File: config.mk
export PLATFORM = sky130hd
export DESIGN_NAME = erbid_ctrl
export DESIGN_NICKNAME = d
export VERILOG_FILES = /design/src/erbid_pkg.sv /design/src/erbid_ctrl.sv
export SDC_FILE = /design/constraint.sdc
export NUM_CORES = 1
export LEC_CHECK = 0
export ABC_AREA = 1
export BUFFER_PORTS_ARGS = -buffer_cell sky130_fd_sc_hd__clkbuf_2
export CAP_MARGIN = 10
export CORE_AREA = 2 2 39 41
export DETAILED_ROUTE_END_ITERATION = 10
export DIE_AREA = 0 0 41 43
export MAX_ROUTING_LAYER = met4
export PLACE_DENSITY = 0.51
export SYNTH_ARGS = -nofsm -noshare
export SYNTH_HDL_FRONTEND = slang
export SYNTH_SLANG_ARGS = --single-unit
export TNS_END_PERCENT = 20
File: constraint.sdc
create_clock -name clk -period 1.06 [get_ports clk]
set_input_delay 0 -clock clk [delete_from_list [all_inputs] [get_ports clk]]
set_output_delay 0 -clock clk [all_outputs]
set_load 0.03 [all_outputs]
File: src/erbid_pkg.sv
// package for the escape-rle bitplane image decoder
// transaction structs, request and status codes, controller commands and states
// no dependencies
`timescale 1ns / 1ps

package erbid_pkg;

    localparam logic [1:0] REQ_PAL_WRITE  = 2'd0;
    localparam logic [1:0] REQ_DATA_BYTE  = 2'd1;
    localparam logic [1:0] REQ_PIXEL_READ = 2'd2;
    localparam logic [1:0] REQ_NEW_IMAGE  = 2'd3;

    localparam logic [1:0] STATUS_OK      = 2'd0;
    localparam logic [1:0] STATUS_ERROR   = 2'd1;
    localparam logic [1:0] STATUS_PENDING = 2'd2;

    localparam logic [7:0] ESC_BYTE     = 8'h01;
    localparam logic [7:0] ALPHA_OPAQUE = 8'hFF;

    typedef struct packed {
        logic [1:0] req_type;
        logic [7:0] pal_index;
        logic [7:0] red_in;
        logic [7:0] green_in;
        logic [7:0] blue_in;
        logic [7:0] data_byte;
        logic       data_last;
        logic [9:0] pixel_x;
        logic [8:0] pixel_y;
    } in_item_t;

    typedef struct packed {
        logic [3:0] color_index;
        logic [7:0] red_out;
        logic [7:0] green_out;
        logic [7:0] blue_out;
        logic [7:0] alpha_out;
        logic [1:0] status;
    } out_item_t;

    typedef enum logic [1:0] {
        PH_PLAIN,
        PH_VALUE,
        PH_COUNT
    } phase_t;

    typedef enum logic [2:0] {
        ST_IDLE,
        ST_RUN,
        ST_FETCH,
        ST_GATHER,
        ST_EMIT
    } ctrl_state_t;

    typedef struct packed {
        logic pal_write;
        logic byte_take;
        logic new_image;
        logic read_start;
        logic run_step;
        logic mem_read;
        logic pal_read;
        logic out_load;
    } cmd_t;

    typedef struct packed {
        logic run_start;
        logic run_done;
        logic out_free;
    } stat_t;

endpackage

File: src/erbid_ctrl.sv
// controller state machine of the bitplane image decoder
// depends on erbid_pkg
`timescale 1ns / 1ps

module erbid_ctrl (
    input  logic              clk,
    input  logic              rst_n,
    input  logic              in_valid,
    input  logic [1:0]        req_type,
    output logic              in_ready,
    input  erbid_pkg::stat_t  stat,
    output erbid_pkg::cmd_t   cmd
);

    erbid_pkg::ctrl_state_t state_reg;
    erbid_pkg::ctrl_state_t state_next;

    always_ff @(posedge clk or negedge rst_n)
    begin
        if (!rst_n)
        begin
            state_reg <= erbid_pkg::ST_IDLE;
        end
        else
        begin
            state_reg <= state_next;
        end
    end

    always_comb
    begin
        state_next = state_reg;
        cmd        = '0;
        in_ready   = 1'b0;
        unique case (state_reg)
            erbid_pkg::ST_IDLE:
            begin
                in_ready = 1'b1;
                if (in_valid)
                begin
                    unique case (req_type)
                        erbid_pkg::REQ_PAL_WRITE:
                        begin
                            cmd.pal_write = 1'b1;
                        end
                        erbid_pkg::REQ_DATA_BYTE:
                        begin
                            cmd.byte_take = 1'b1;
                            if (stat.run_start)
                            begin
                                state_next = erbid_pkg::ST_RUN;
                            end
                        end
                        erbid_pkg::REQ_PIXEL_READ:
                        begin
                            cmd.read_start = 1'b1;
                            state_next     = erbid_pkg::ST_FETCH;
                        end
                        default:
                        begin
                            cmd.new_image = 1'b1;
                        end
                    endcase
                end
            end
            erbid_pkg::ST_RUN:
            begin
                cmd.run_step = 1'b1;
                if (stat.run_done)
                begin
                    state_next = erbid_pkg::ST_IDLE;
                end
            end
            erbid_pkg::ST_FETCH:
            begin
                cmd.mem_read = 1'b1;
                state_next   = erbid_pkg::ST_GATHER;
            end
            erbid_pkg::ST_GATHER:
            begin
                cmd.pal_read = 1'b1;
                state_next   = erbid_pkg::ST_EMIT;
            end
            erbid_pkg::ST_EMIT:
            begin
                if (stat.out_free)
                begin
                    cmd.out_load = 1'b1;
                    state_next   = erbid_pkg::ST_IDLE;
                end
            end
            default:
            begin
                state_next = erbid_pkg::ST_IDLE;
            end
        endcase
    end

endmodule

After elaboration in Yosys (flattened, before gate mapping)
Cells that the tools add are included.
W data, S select, Z words.
{ "op_classes": {"n_mux": 18, "reduce_logical": 4, "n_eq_ne": 11} }
{ "op_table": {"columns": ["operator", "count"], "rows": [
  ["$pmux W3 S5", 1],
  ["$mux W3", 4],
  ["$mux W1", 10],
  ["$mux W4", 2],
  ["$eq A3 B2 Y1 const B", 2],
  ["$ne A2 B2 Y1 const B", 3],
  ["$pmux W3 S2", 1],
  ["$reduce_and A5 Y1", 1],
  ["$eq A3 B1 Y1 const B", 1],
  ["$eq A3 B3 Y1 const B", 1],
  ["$logic_not A3 Y1", 1],
  ["$ne A3 B1 Y1 const B", 1],
  ["$ne A3 B3 Y1 const B", 1],
  ["$reduce_or A3 Y1", 1],
  ["$eq A2 B1 Y1 const B", 1],
  ["$eq A2 B2 Y1 const B", 1],
  ["$logic_not A2 Y1", 1]
]} }
{ "totals": {"input_bits": 8, "reg_bits": 3, "word_cells": 34, "output_inout_bits": 9} }

Depth between registers and ports, before layout
Gate-level depths: netlist of run 1.
{ "logic_depth": {"word_depth": 5, "ltp_mapped": 6, "ltp_nobuf": 6} }

Worst setup path after synthesis of run 1
Ideal clock, no wire load.
{ "synth_timing": {"path_kind": "register to output", "start": "register state_reg[0]", "end": "output port cmd[6] (netlist bit)", "t_arrival_ns": 1.545, "stages_incl_launch_ff": 6, "required_time_ns": 1.060, "setup_slack_ns": -0.485, "path_buffers": 0, "cell_sequence": "dfrtp_1 inv_2 nand2_2 nor2_4 nand2_2 nor3_1"} }
{ "synth_rtl": {"columns": ["element", "line", "text"], "rows": [
  ["from (decl)", "erbid_ctrl.sv:15", "erbid_pkg::ctrl_state_t state_reg;"],
  ["from (signal assigned)", "erbid_ctrl.sv:22", "state_reg <= erbid_pkg::ST_IDLE;"],
  ["from (signal assigned)", "erbid_ctrl.sv:26", "state_reg <= state_next;"],
  ["to (decl)", "erbid_ctrl.sv:12", "output erbid_pkg::cmd_t cmd"]
]} }

==> metrics.csv, run 1 <==
metric;value;unit
status;finished, violations left;
failed_checks;setup timing;
required_time_of_the_critical_path;1060;ps
critical_path.max_stage_delay;380;ps
boundaryPins;17;
worst_path_max_delay_cell;dfrtp_1;
final_nets;81;
synth-adder-area-share;0;
clock_insertion_delay_worst_skew;230;ps
timing.fmax;788;MHz
finalMaxSlewViolations;0;
die_width;41;microns
post_dp_cell_area;459;sq um
routed-via-count;363;
dp_slack;-75.4;ps
grt_residual_overflow;0;
coreArea;1380;sq um
wl_per_cell;8.94;microns
register_area;75.1;sq um
worst_r2r_path_depth;8;
cts-htree-levels;1;
fillerInstances;145;
critical_path.reg2reg.endpoint;state_reg[0]$_DFFE_PN0P_;
largest_register_ffs;3;
synth.mux.area_fraction;0;
path_cells;inv_2, nand2_2, nor2_4, nand2_4, nor3_4, clkbuf_8;
synth_top_area_share;0.291;
std_cell_rows;14;
finalHoldViolations;0;
design.die.area;1760;sq um
grt_setup_unrepaired;yes;
wl;787;microns
num_antenna_cells;0;
clock_skew;0.955;ps
synth-seq-cells;3;
seq_area_frac_synth;0.291;
grt_antenna_before_repair;0;
total_number_of_yosys_warnings;0;
height_of_the_die;43;microns
cts.sink_count;3;
grt_pass1_wl;1.28;mm
synthXorXnorAreaFrac;0;
cts_made_buffers;3;
setup_slack;-209;ps
syn_avg_cell_area;6.61;sq um
timing.final.crit_share;1.20;
setup-violations-final;11;
grtUsageTotal;0.110;
syn_to_final_growth;142;%
clkTransAtPathRegs;40;ps
start_util;0.186;
clock-root-buffer;clkbuf_4;
r2r_setup_slack;-140;ps
worst-endpoint-arrival;1270;ps
first_global_vias;344;
grt_max_degree;6;
worstSetupEndpointType;primary output;
post_drt_via_cell_ratio;4.13;
post_synth_num_cell_types;15;
actual_transition_at_the_worst_max_transition_pin;173;ps
postSynthCellCount;39;
p_per_area;2390;nW/um^2
final_design_area_no_fill;623;sq um
crit_family;simple AND/OR/NAND/NOR gates;
post_synth_and_or_nand_nor_area_fraction;0.471;
synth.top_cells.by_area;dfrtp_1, inv_1, nand3_1;
worst_r2r_startpoint;state_reg[1]$_DFFE_PN0P_;
critical_path_class;flip-flop to primary output;
drt-pass1-iter-count;4;
ir_drop;0.000743;V
worstHoldPathType;input pin to asynchronous set/reset pin;
clock_tree_from_tritoncts;done;
synthesis.nets;47;
multi_input_comb_area;218;sq um
cellLeakagePower;0.000319;uW
synth_top_family_by_area;simple AND/OR/NAND/NOR gates;
place.gp.congestion;0.741;
drt_iter0_drc;3;
total_negative_slack;-1390;ps
place.port_buffers;16;
critPathLaunchType;flip-flop;
post_route_cells_drive_above_1_share;0.667;
maxCapViolations;0;
crit_buf_inv;2;
critical_path_peak_fanout;4;
synth-compound-area-share;0.107;
final_period_minus_worst_setup_slack;1270;ps
slew_headroom;0.885;
synthesis.area;258;sq um
drc;0;
ant_nets;0;
cts_max_path_buffers;2;
synth_area_leader_cell;dfrtp_1;
[logic make-up (layout without fill, tap and decap cells)]
logic type      count (synthesis)  count (layout)
simple gates                   23              23
compound gates                  4               4
buf+inv                         9              42
flops                           3               3
[cells in the final DEF, fill, tap and decap left out]
cell / n
o21ai_0: 1
nand3_1: 4
nor3_4: 3
nor2_2: 1
nor3_1: 1
buf_6: 2
nand2_4: 2
nand2_2: 1
nor2_4: 4
a31oi_1: 1
buf_4: 13
clkbuf_8: 4
inv_2: 4
inv_1: 5
nand3b_1: 1
buf_8: 2
nand2_1: 3
dlygate4sd3_1: 1
nor2_1: 2
o21bai_2: 1
clkbuf_1: 1
dfrtp_1: 3
a21oi_1: 1
clkbuf_2: 7
nand3_2: 1
clkbuf_4: 3
[metrics by stage]
stage	total power [uW]	instances	util	hold slack, ps
after floorplan	665	39	-	-296
after global placement	983	80	0.332	-198
after detailed placement	990	80	0.332	-197
after CTS	1440	88	0.431	89.7
after global routing	1600	88	0.450	106
final	1490	88	0.450	95.5
[worst max path at each step]
stage	startpoint	endpoint	cells past startpoint
2_1_floorplan	state_reg[0]$_DFFE_PN0P_	cmd[5]	5
3_5_place_dp	state_reg[1]$_DFFE_PN0P_	cmd[6]	6
3_3_place_gp	state_reg[1]$_DFFE_PN0P_	state_reg[0]$_DFFE_PN0P_	7
4_1_cts	state_reg[1]$_DFFE_PN0P_	cmd[7]	6
5_1_grt	state_reg[1]$_DFFE_PN0P_	cmd[5]	6
6_report	state_reg[1]$_DFFE_PN0P_	cmd[6]	6
[synth_stat cells]
library cell,number
nor2_1,6
a31oi_1,1
nor2_4,1
nor3_1,3
inv_1,7
nand3_1,5
nand2_2,3
nor3_2,1
nand2_1,3
a21oi_1,1
dfrtp_1,3
inv_2,2
nand3b_1,1
o21bai_2,1
o21ai_0,1
[layout make-up]
cell class                 count  area share
clock buffer                   4      0.0422
inverter                       9      0.0542
multi-input combinational     27       0.349
sequential                     3       0.120
tap                           16      0.0321
timing repair buffer          29       0.402
[repair_timing]
action | in CTS | in global routing
endpoints found under the setup margin | 11 | 12
hold endpoints to repair | 3 | 0
pin swaps | 4 | 2
gates resized for setup | 21 | 10
buffers inserted | 3 | 0
hold buffers | 1 | 0
[power by group]
group / leakage (uW) / internal (uW) / switching (uW)
clock: 0.0000150 / 141 / 59.4
sequential: 0.0000402 / 148 / 25.2
combinational: 0.000264 / 545 / 574
[per-layer routing]
metal / vias up / wire (microns) / track usage
met5: - / 0 / -
met4: 0 / 0 / 0.0200
met3: 0 / 29 / 0.0471
met2: 8 / 418 / 0.172
met1: 163 / 340 / 0.128
li1: 192 / - / -
No activity file was read; power rests on OpenSTA's default activity.
==> inputs of run 2 (changes only) <==
==> constraint.sdc (replaced) <==
create_clock -name clk -period 1.4 [get_ports clk]
set_input_delay 0 -clock clk [delete_from_list [all_inputs] [get_ports clk]]
set_output_delay 0 -clock clk [all_outputs]
set_load 0.03 [all_outputs]
==> run 2 against run 1 <==
Against the previous run: the run now ends clean; critical path depth did not move; hold slack got worse by 0.52 ps; clock skew rose by 1.3 ps; count of clock-buffer cells in the layout did not move; core utilization fell by 14 points; via count fell by 13%; sequential power fell by 20%; sequential share of layout area rose by 5.3 points; global-route usage fell by 0.39 points; clock power fell by 25%.
==> metrics.csv, run 2 (same netlist as run 1, synthesis figures left out) <==
metric;value;unit;change
grt_max_degree;6;;unchanged
critical_path.max_stage_delay;400;ps;was 380 ps
syn_to_final_growth;67.5;%;was 142%
total_negative_slack;0;ps;was -1390 ps
clock_insertion_delay_worst_skew;230;ps;about the same
wl;663;microns;was 787 microns
post-dp-hpwl;525;microns;
timing.final.crit_share;0.942;;
coreArea;1380;sq um;unchanged
worst-endpoint-arrival;1320;ps;was 1270 ps
cts_made_buffers;3;;unchanged
cts.sink_count;3;;unchanged
slew_headroom;0.864;;was 0.885
post_route_cells_drive_above_1_share;0.516;;was 0.667
start_util;0.186;;unchanged
largest_register_ffs;3;;unchanged
die_width;41;microns;unchanged
routed-via-count;317;;was 363
cts-htree-levels;1;;unchanged
design.die.area;1760;sq um;unchanged
maxCapViolations;0;;unchanged
drt_iter0_drc;7;;was 3
post_drt_via_cell_ratio;4.06;;was 4.13
worst_r2r_path_depth;7;;was 8
critical_path_peak_fanout;4;;unchanged
register_area;75.1;sq um;unchanged
clkTransAtPathRegs;40;ps;about the same
p_per_area;1870;nW/um^2;was 2390 nW/um^2
grt_antenna_before_repair;0;;unchanged
critical_path_class;flip-flop to primary output;;unchanged
grtUsageTotal;0.106;;was 0.110
finalMaxSlewViolations;0;;unchanged
final-instance-count-excl-fill;78;;was 88
setup_slack;81.7;ps;was -209 ps
totalPowerFinal;807;uW;was 1490 uW
fillerInstances;163;;was 145
grt_setup_unrepaired;yes;;unchanged
ant_nets;0;;unchanged
actual_transition_at_the_worst_max_transition_pin;203;ps;was 173 ps
std_cell_rows;14;;unchanged
final_nets;71;;was 81
ir_drop;0.000737;V;was 0.000743 V
place.port_buffers;16;;unchanged
path_cells;inv_2, nand2_2, nor2_4, nand2_4, nor3_2, buf_4;;was inv_2, nand2_2, nor2_4, nand2_4, nor3_4, clkbuf_8
cts_max_path_buffers;2;;unchanged
finalHoldViolations;0;;unchanged
multi_input_comb_area;164;sq um;was 218 sq um
clock-root-buffer;clkbuf_4;;unchanged
final_util;0.312;;was 0.450
setup-violations-final;0;;was 11
boundaryPins;17;;unchanged
timing.fmax;759;MHz;
worstSetupEndpointType;primary output;;unchanged
dpl.cell_count;71;;was 80
drt-pass1-iter-count;4;;unchanged
height_of_the_die;43;microns;unchanged
cellLeakagePower;0.000245;uW;was 0.000319 uW
place.gp.congestion;0.741;;about the same
status;completed;;was finished, violations left
dp_slack;254;ps;was -75.4 ps
grt_pass1_wl;1.15;mm;was 1.28 mm
num_antenna_cells;0;;unchanged
grt_residual_overflow;0;;unchanged
wl_per_cell;8.50;microns;was 8.94 microns
clock_tree_from_tritoncts;done;;unchanged
layout.cells.most_common_list;clkbuf_2, nor2_1, inv_1;;was buf_4, clkbuf_2, inv_1
drc;0;;unchanged
first_global_vias;294;;was 344
layout_commonest_cell;clkbuf_2;;was buf_4
final_period_minus_worst_setup_slack;1320;ps;
critPathLaunchType;flip-flop;;unchanged
worst_path_max_delay_cell;dfrtp_1;;unchanged
required_time_of_the_critical_path;1400;ps;was 1060 ps
worstHoldPathType;input pin to asynchronous set/reset pin;;unchanged
clock_skew;2.22;ps;was 0.955 ps
==> run 2: changes by cell type in the layout (fill, tap and decap cells not counted), moves of 4 or more <==
cell	change
clkbuf_8	-4
nor2_1	+4
buf_4	-8
clkbuf_2	+5
==> run 2: stage by stage <==
stage / cell area (sq um) / hold slack, ps
final: 432 / 95.0
after global routing: 432 / 104
after CTS: 397 / 84.7
after detailed placement: 358 / -198
after global placement: 358 / -199
after floorplan: 258 / -296
==> run 2: layout make-up <==
class,instances,share of cell area
clock buffers,4,0.0609
flip-flops and latches,3,0.174
well taps,16,0.0464
repair buffers,19,0.261
inverters,9,0.0783
multi-input cells,27,0.380
==> run 2: what timing repair did <==
| action | CTS | global route |
|---|---|---|
| hold buffers | 1 | 0 |
| gates resized for setup | 1 | 11 |
| pin swaps | 0 | 1 |
| setup buffers | 0 | 2 |
| hold endpoints to repair | 3 | 0 |
| endpoints found under the setup margin | 1 | 4 |
==> run 2: path summary, 6_finish.rpt <==
kind | start | endpoint | slack [ps]
min in group clk | stat[1] | state_reg[0]$_DFFE_PN0P_ | 100
worst min-delay path | rst_n | state_reg[2]$_DFFE_PN0P_ | 100
max in group asynchronous | rst_n | state_reg[0]$_DFFE_PN0P_ | 1190
worst max register to register | state_reg[0]$_DFFE_PN0P_ | state_reg[0]$_DFFE_PN0P_ | 210
worst max-delay path | state_reg[0]$_DFFE_PN0P_ | cmd[6] | 80
worst min register to register | state_reg[0]$_DFFE_PN0P_ | state_reg[2]$_DFFE_PN0P_ | 620
==> run 2: critical path: cells and delay by family (launching register included) <==
family / cells / cell delay, ps
and+or+nand+nor: 4 / 420
buffers and inverters: 2 / 280
DFF: 1 / 400
==> run 2: report_power, final <==
part | internal (uW) | switching (uW)
registers | 112 | 27.5
clock network | 107 | 44.6
logic | 196 | 320
==> run 2: per-layer routing <==
layer | up-vias | wire length [microns] | GRT usage
li1 | 170 | - | -
met4 | 0 | 0 | 0.0800
met2 | 5 | 347 | 0.134
met3 | 0 | 33 | 0.0628
met5 | - | 0 | -
met1 | 142 | 282 | 0.116
==> inputs of run 3 (changes only) <==
--- a/config.mk
+++ b/config.mk
@@ -11,6 +11,7 @@
 export CORE_AREA = 2 2 39 41
 export DETAILED_ROUTE_END_ITERATION = 10
 export DIE_AREA = 0 0 41 43
+export HOLD_SLACK_MARGIN = 0.12
 export MAX_ROUTING_LAYER = met4
 export PLACE_DENSITY = 0.51
 export SYNTH_ARGS = -nofsm -noshare
==> run 3 against run 2 <==
Against the previous run: sequential share of layout area shrank 1.1 points; core utilization increased by 2.2 points; cell count rose by 3.8%; fmax barely moved; critical path depth unchanged; sequential cell count stayed put; non-clock buffer count up 3; count of clock-buffer cells in the layout did not move; global-route usage rose by 0.41 points; clock skew shrank 1.4 ps; hold slack improved by 68 ps; critical endpoint unchanged; largest power group unchanged.
==> metrics.csv, run 3 (same netlist as run 1, synthesis figures left out) <==
metric;value;unit;change
dpl.cell_count;71;;unchanged
totalPowerFinal;812;uW;was 807 uW
place.port_buffers;16;;unchanged
syn_to_final_growth;79.1;%;was 67.5%
worst_path_max_delay_cell;dfrtp_1;;unchanged
drt_iter0_drc;5;;was 7
wl;672;microns;was 663 microns
clkTransAtPathRegs;40;ps;about the same
crit_buf_inv;2;;unchanged
worstHoldPathType;input pin to flip-flop;;was input pin to asynchronous set/reset pin
power_frac_clock;0.185;;was 0.188
final-instance-count-excl-fill;81;;was 78
grt_setup_unrepaired;yes;;unchanged
slew_headroom;0.864;;unchanged
hold_start;req_type[1];;
final_design_area_no_fill;462;sq um;was 432 sq um
dp_slack;254;ps;unchanged
post_dp_cell_area;358;sq um;unchanged
drc;0;;unchanged
finalHoldViolations;0;;unchanged
ant_nets;0;;unchanged
finalMaxSlewViolations;0;;unchanged
crit_family;simple AND/OR/NAND/NOR gates;;unchanged
largest_register_ffs;3;;unchanged
design.die.area;1760;sq um;unchanged
num_antenna_cells;0;;unchanged
hold-path-endpoint;state_reg[1]$_DFFE_PN0P_;;
height_of_the_die;43;microns;unchanged
drt-pass1-iter-count;4;;unchanged
ir_drop;0.000737;V;about the same
worst_r2r_path_depth;7;;unchanged
first_global_vias;309;;was 294
grt_antenna_before_repair;0;;unchanged
timing.final.crit_share;0.942;;about the same
critical_path.max_stage_delay;400;ps;about the same
cts.sink_count;3;;unchanged
finalHoldWorstSlack;163;ps;was 95.0 ps
critPathLaunchType;flip-flop;;unchanged
grt_pass1_wl;1.20;mm;was 1.15 mm
timing.fmax;758;MHz;was 759 MHz
p_int;420;uW;was 415 uW
hold_path_depth;3;;
grtUsageTotal;0.110;;was 0.106
wl_per_cell;8.30;microns;was 8.50 microns
required_time_of_the_critical_path;1400;ps;about the same
die_width;41;microns;unchanged
layout.cells.most_common_list;clkbuf_2, nor2_1, inv_1;;unchanged
grt_max_degree;6;;unchanged
place.gp.congestion;0.741;;unchanged
worst_r2r_startpoint;state_reg[0]$_DFFE_PN0P_;;unchanged
clock_insertion_delay_worst_skew;230;ps;about the same
coreArea;1380;sq um;unchanged
critical_path.reg2reg.endpoint;state_reg[0]$_DFFE_PN0P_;;unchanged
path_cells;inv_2, nand2_2, nor2_4, nand2_4, nor3_2, buf_4;;unchanged
critical_path_class;flip-flop to primary output;;unchanged
actual_transition_at_the_worst_max_transition_pin;203;ps;unchanged
setup_slack;81.1;ps;was 81.7 ps
cellLeakagePower;0.000258;uW;was 0.000245 uW
power.switching;392;uW;about the same
grt_residual_overflow;0;;unchanged
seq_power_share;0.171;;was 0.173
clock-root-buffer;clkbuf_4;;unchanged
p_per_area;1760;nW/um^2;was 1870 nW/um^2
post_route_cells_drive_above_1_share;0.492;;was 0.516
routed-via-count;331;;was 317
comb_power_share;0.643;;was 0.640
worstSetupEndpointType;primary output;;unchanged
post_drt_via_cell_ratio;4.09;;was 4.06
final_nets;74;;was 71
boundaryPins;17;;unchanged
r2r_setup_slack;210;ps;about the same
setup-violations-final;0;;unchanged
clock_tree_from_tritoncts;done;;unchanged
status;completed;;unchanged
cts_max_path_buffers;2;;unchanged
critical_path_peak_fanout;4;;unchanged
clock_skew;0.824;ps;was 2.22 ps
power.switching_fraction;0.483;;was 0.486
std_cell_rows;14;;unchanged
post-dp-hpwl;525;microns;unchanged
worst-endpoint-arrival;1320;ps;about the same
layout_commonest_cell;clkbuf_2;;unchanged
maxCapViolations;0;;unchanged
cts_made_buffers;3;;unchanged
start_util;0.186;;unchanged
final_period_minus_worst_setup_slack;1320;ps;about the same
cts-htree-levels;1;;unchanged
run 3: changes by cell type in the layout (fill, tap and decap cells not counted):
| cell | previous run | this run |
|---|---|---|
| dlygate4sd3_1 | 1 | 4 |
run 3: worst max-delay path by stage:
stage / startpoint / end / slack, ps / depth (start not counted)
floorplan: state_reg[0]$_DFFE_PN0P_ / cmd[6] / -140 / 5
global placement: state_reg[0]$_DFFE_PN0P_ / cmd[7] / 240 / 6
detailed placement: state_reg[0]$_DFFE_PN0P_ / cmd[6] / 250 / 6
CTS: state_reg[0]$_DFFE_PN0P_ / cmd[7] / 0.1 / 6
global route: state_reg[0]$_DFFE_PN0P_ / cmd[6] / -4 / 6
finish: state_reg[0]$_DFFE_PN0P_ / cmd[6] / 80 / 6
run 3: tightest hold or removal path: cells and delay by family:
family / cells / cell delay, ps
buf+inv: 1 / 150
compound gates: 1 / 90
simple gates: 1 / 110
run 3: timing repair:
action | 4_1_cts | 5_1_grt
endpoints found under the hold margin | 5 | 0
pin swaps | 0 | 1
gates resized for setup | 1 | 11
endpoints found under the setup margin | 1 | 4
setup buffers | 0 | 2
hold buffers | 4 | 0
run 3: area by class of cell:
class | count | area (sq um)
Timing Repair Buffer | 22 | 143
Inverter | 9 | 33.8
Sequential cell | 3 | 75.1
Multi-Input combinational cell | 27 | 164
Tap cell | 16 | 20.0
Fill cell | 161 | 922
Clock buffer | 4 | 26.3
run 3: layer usage:
metal  wire (microns)  global-route usage
met3               30              0.0628
met4                0              0.0800
met5                0                   -
met1              281               0.119
met2              361               0.144
run 3: power groups by stage:
stage	clock (uW)	combinational [uW]	sequential, uW
floorplan	0	341	135
global placement	0	441	139
detailed placement	0	439	140
CTS	159	450	138
global route	169	576	145
finish	150	522	139
run 3: per-stage QoR:
stage          TNS [ps]   util
2_1_floorplan      -289      -
3_3_place_gp          0  0.259
3_5_place_dp          0  0.259
4_1_cts               0  0.308
5_1_grt           -3.94  0.334
6_report              0  0.334
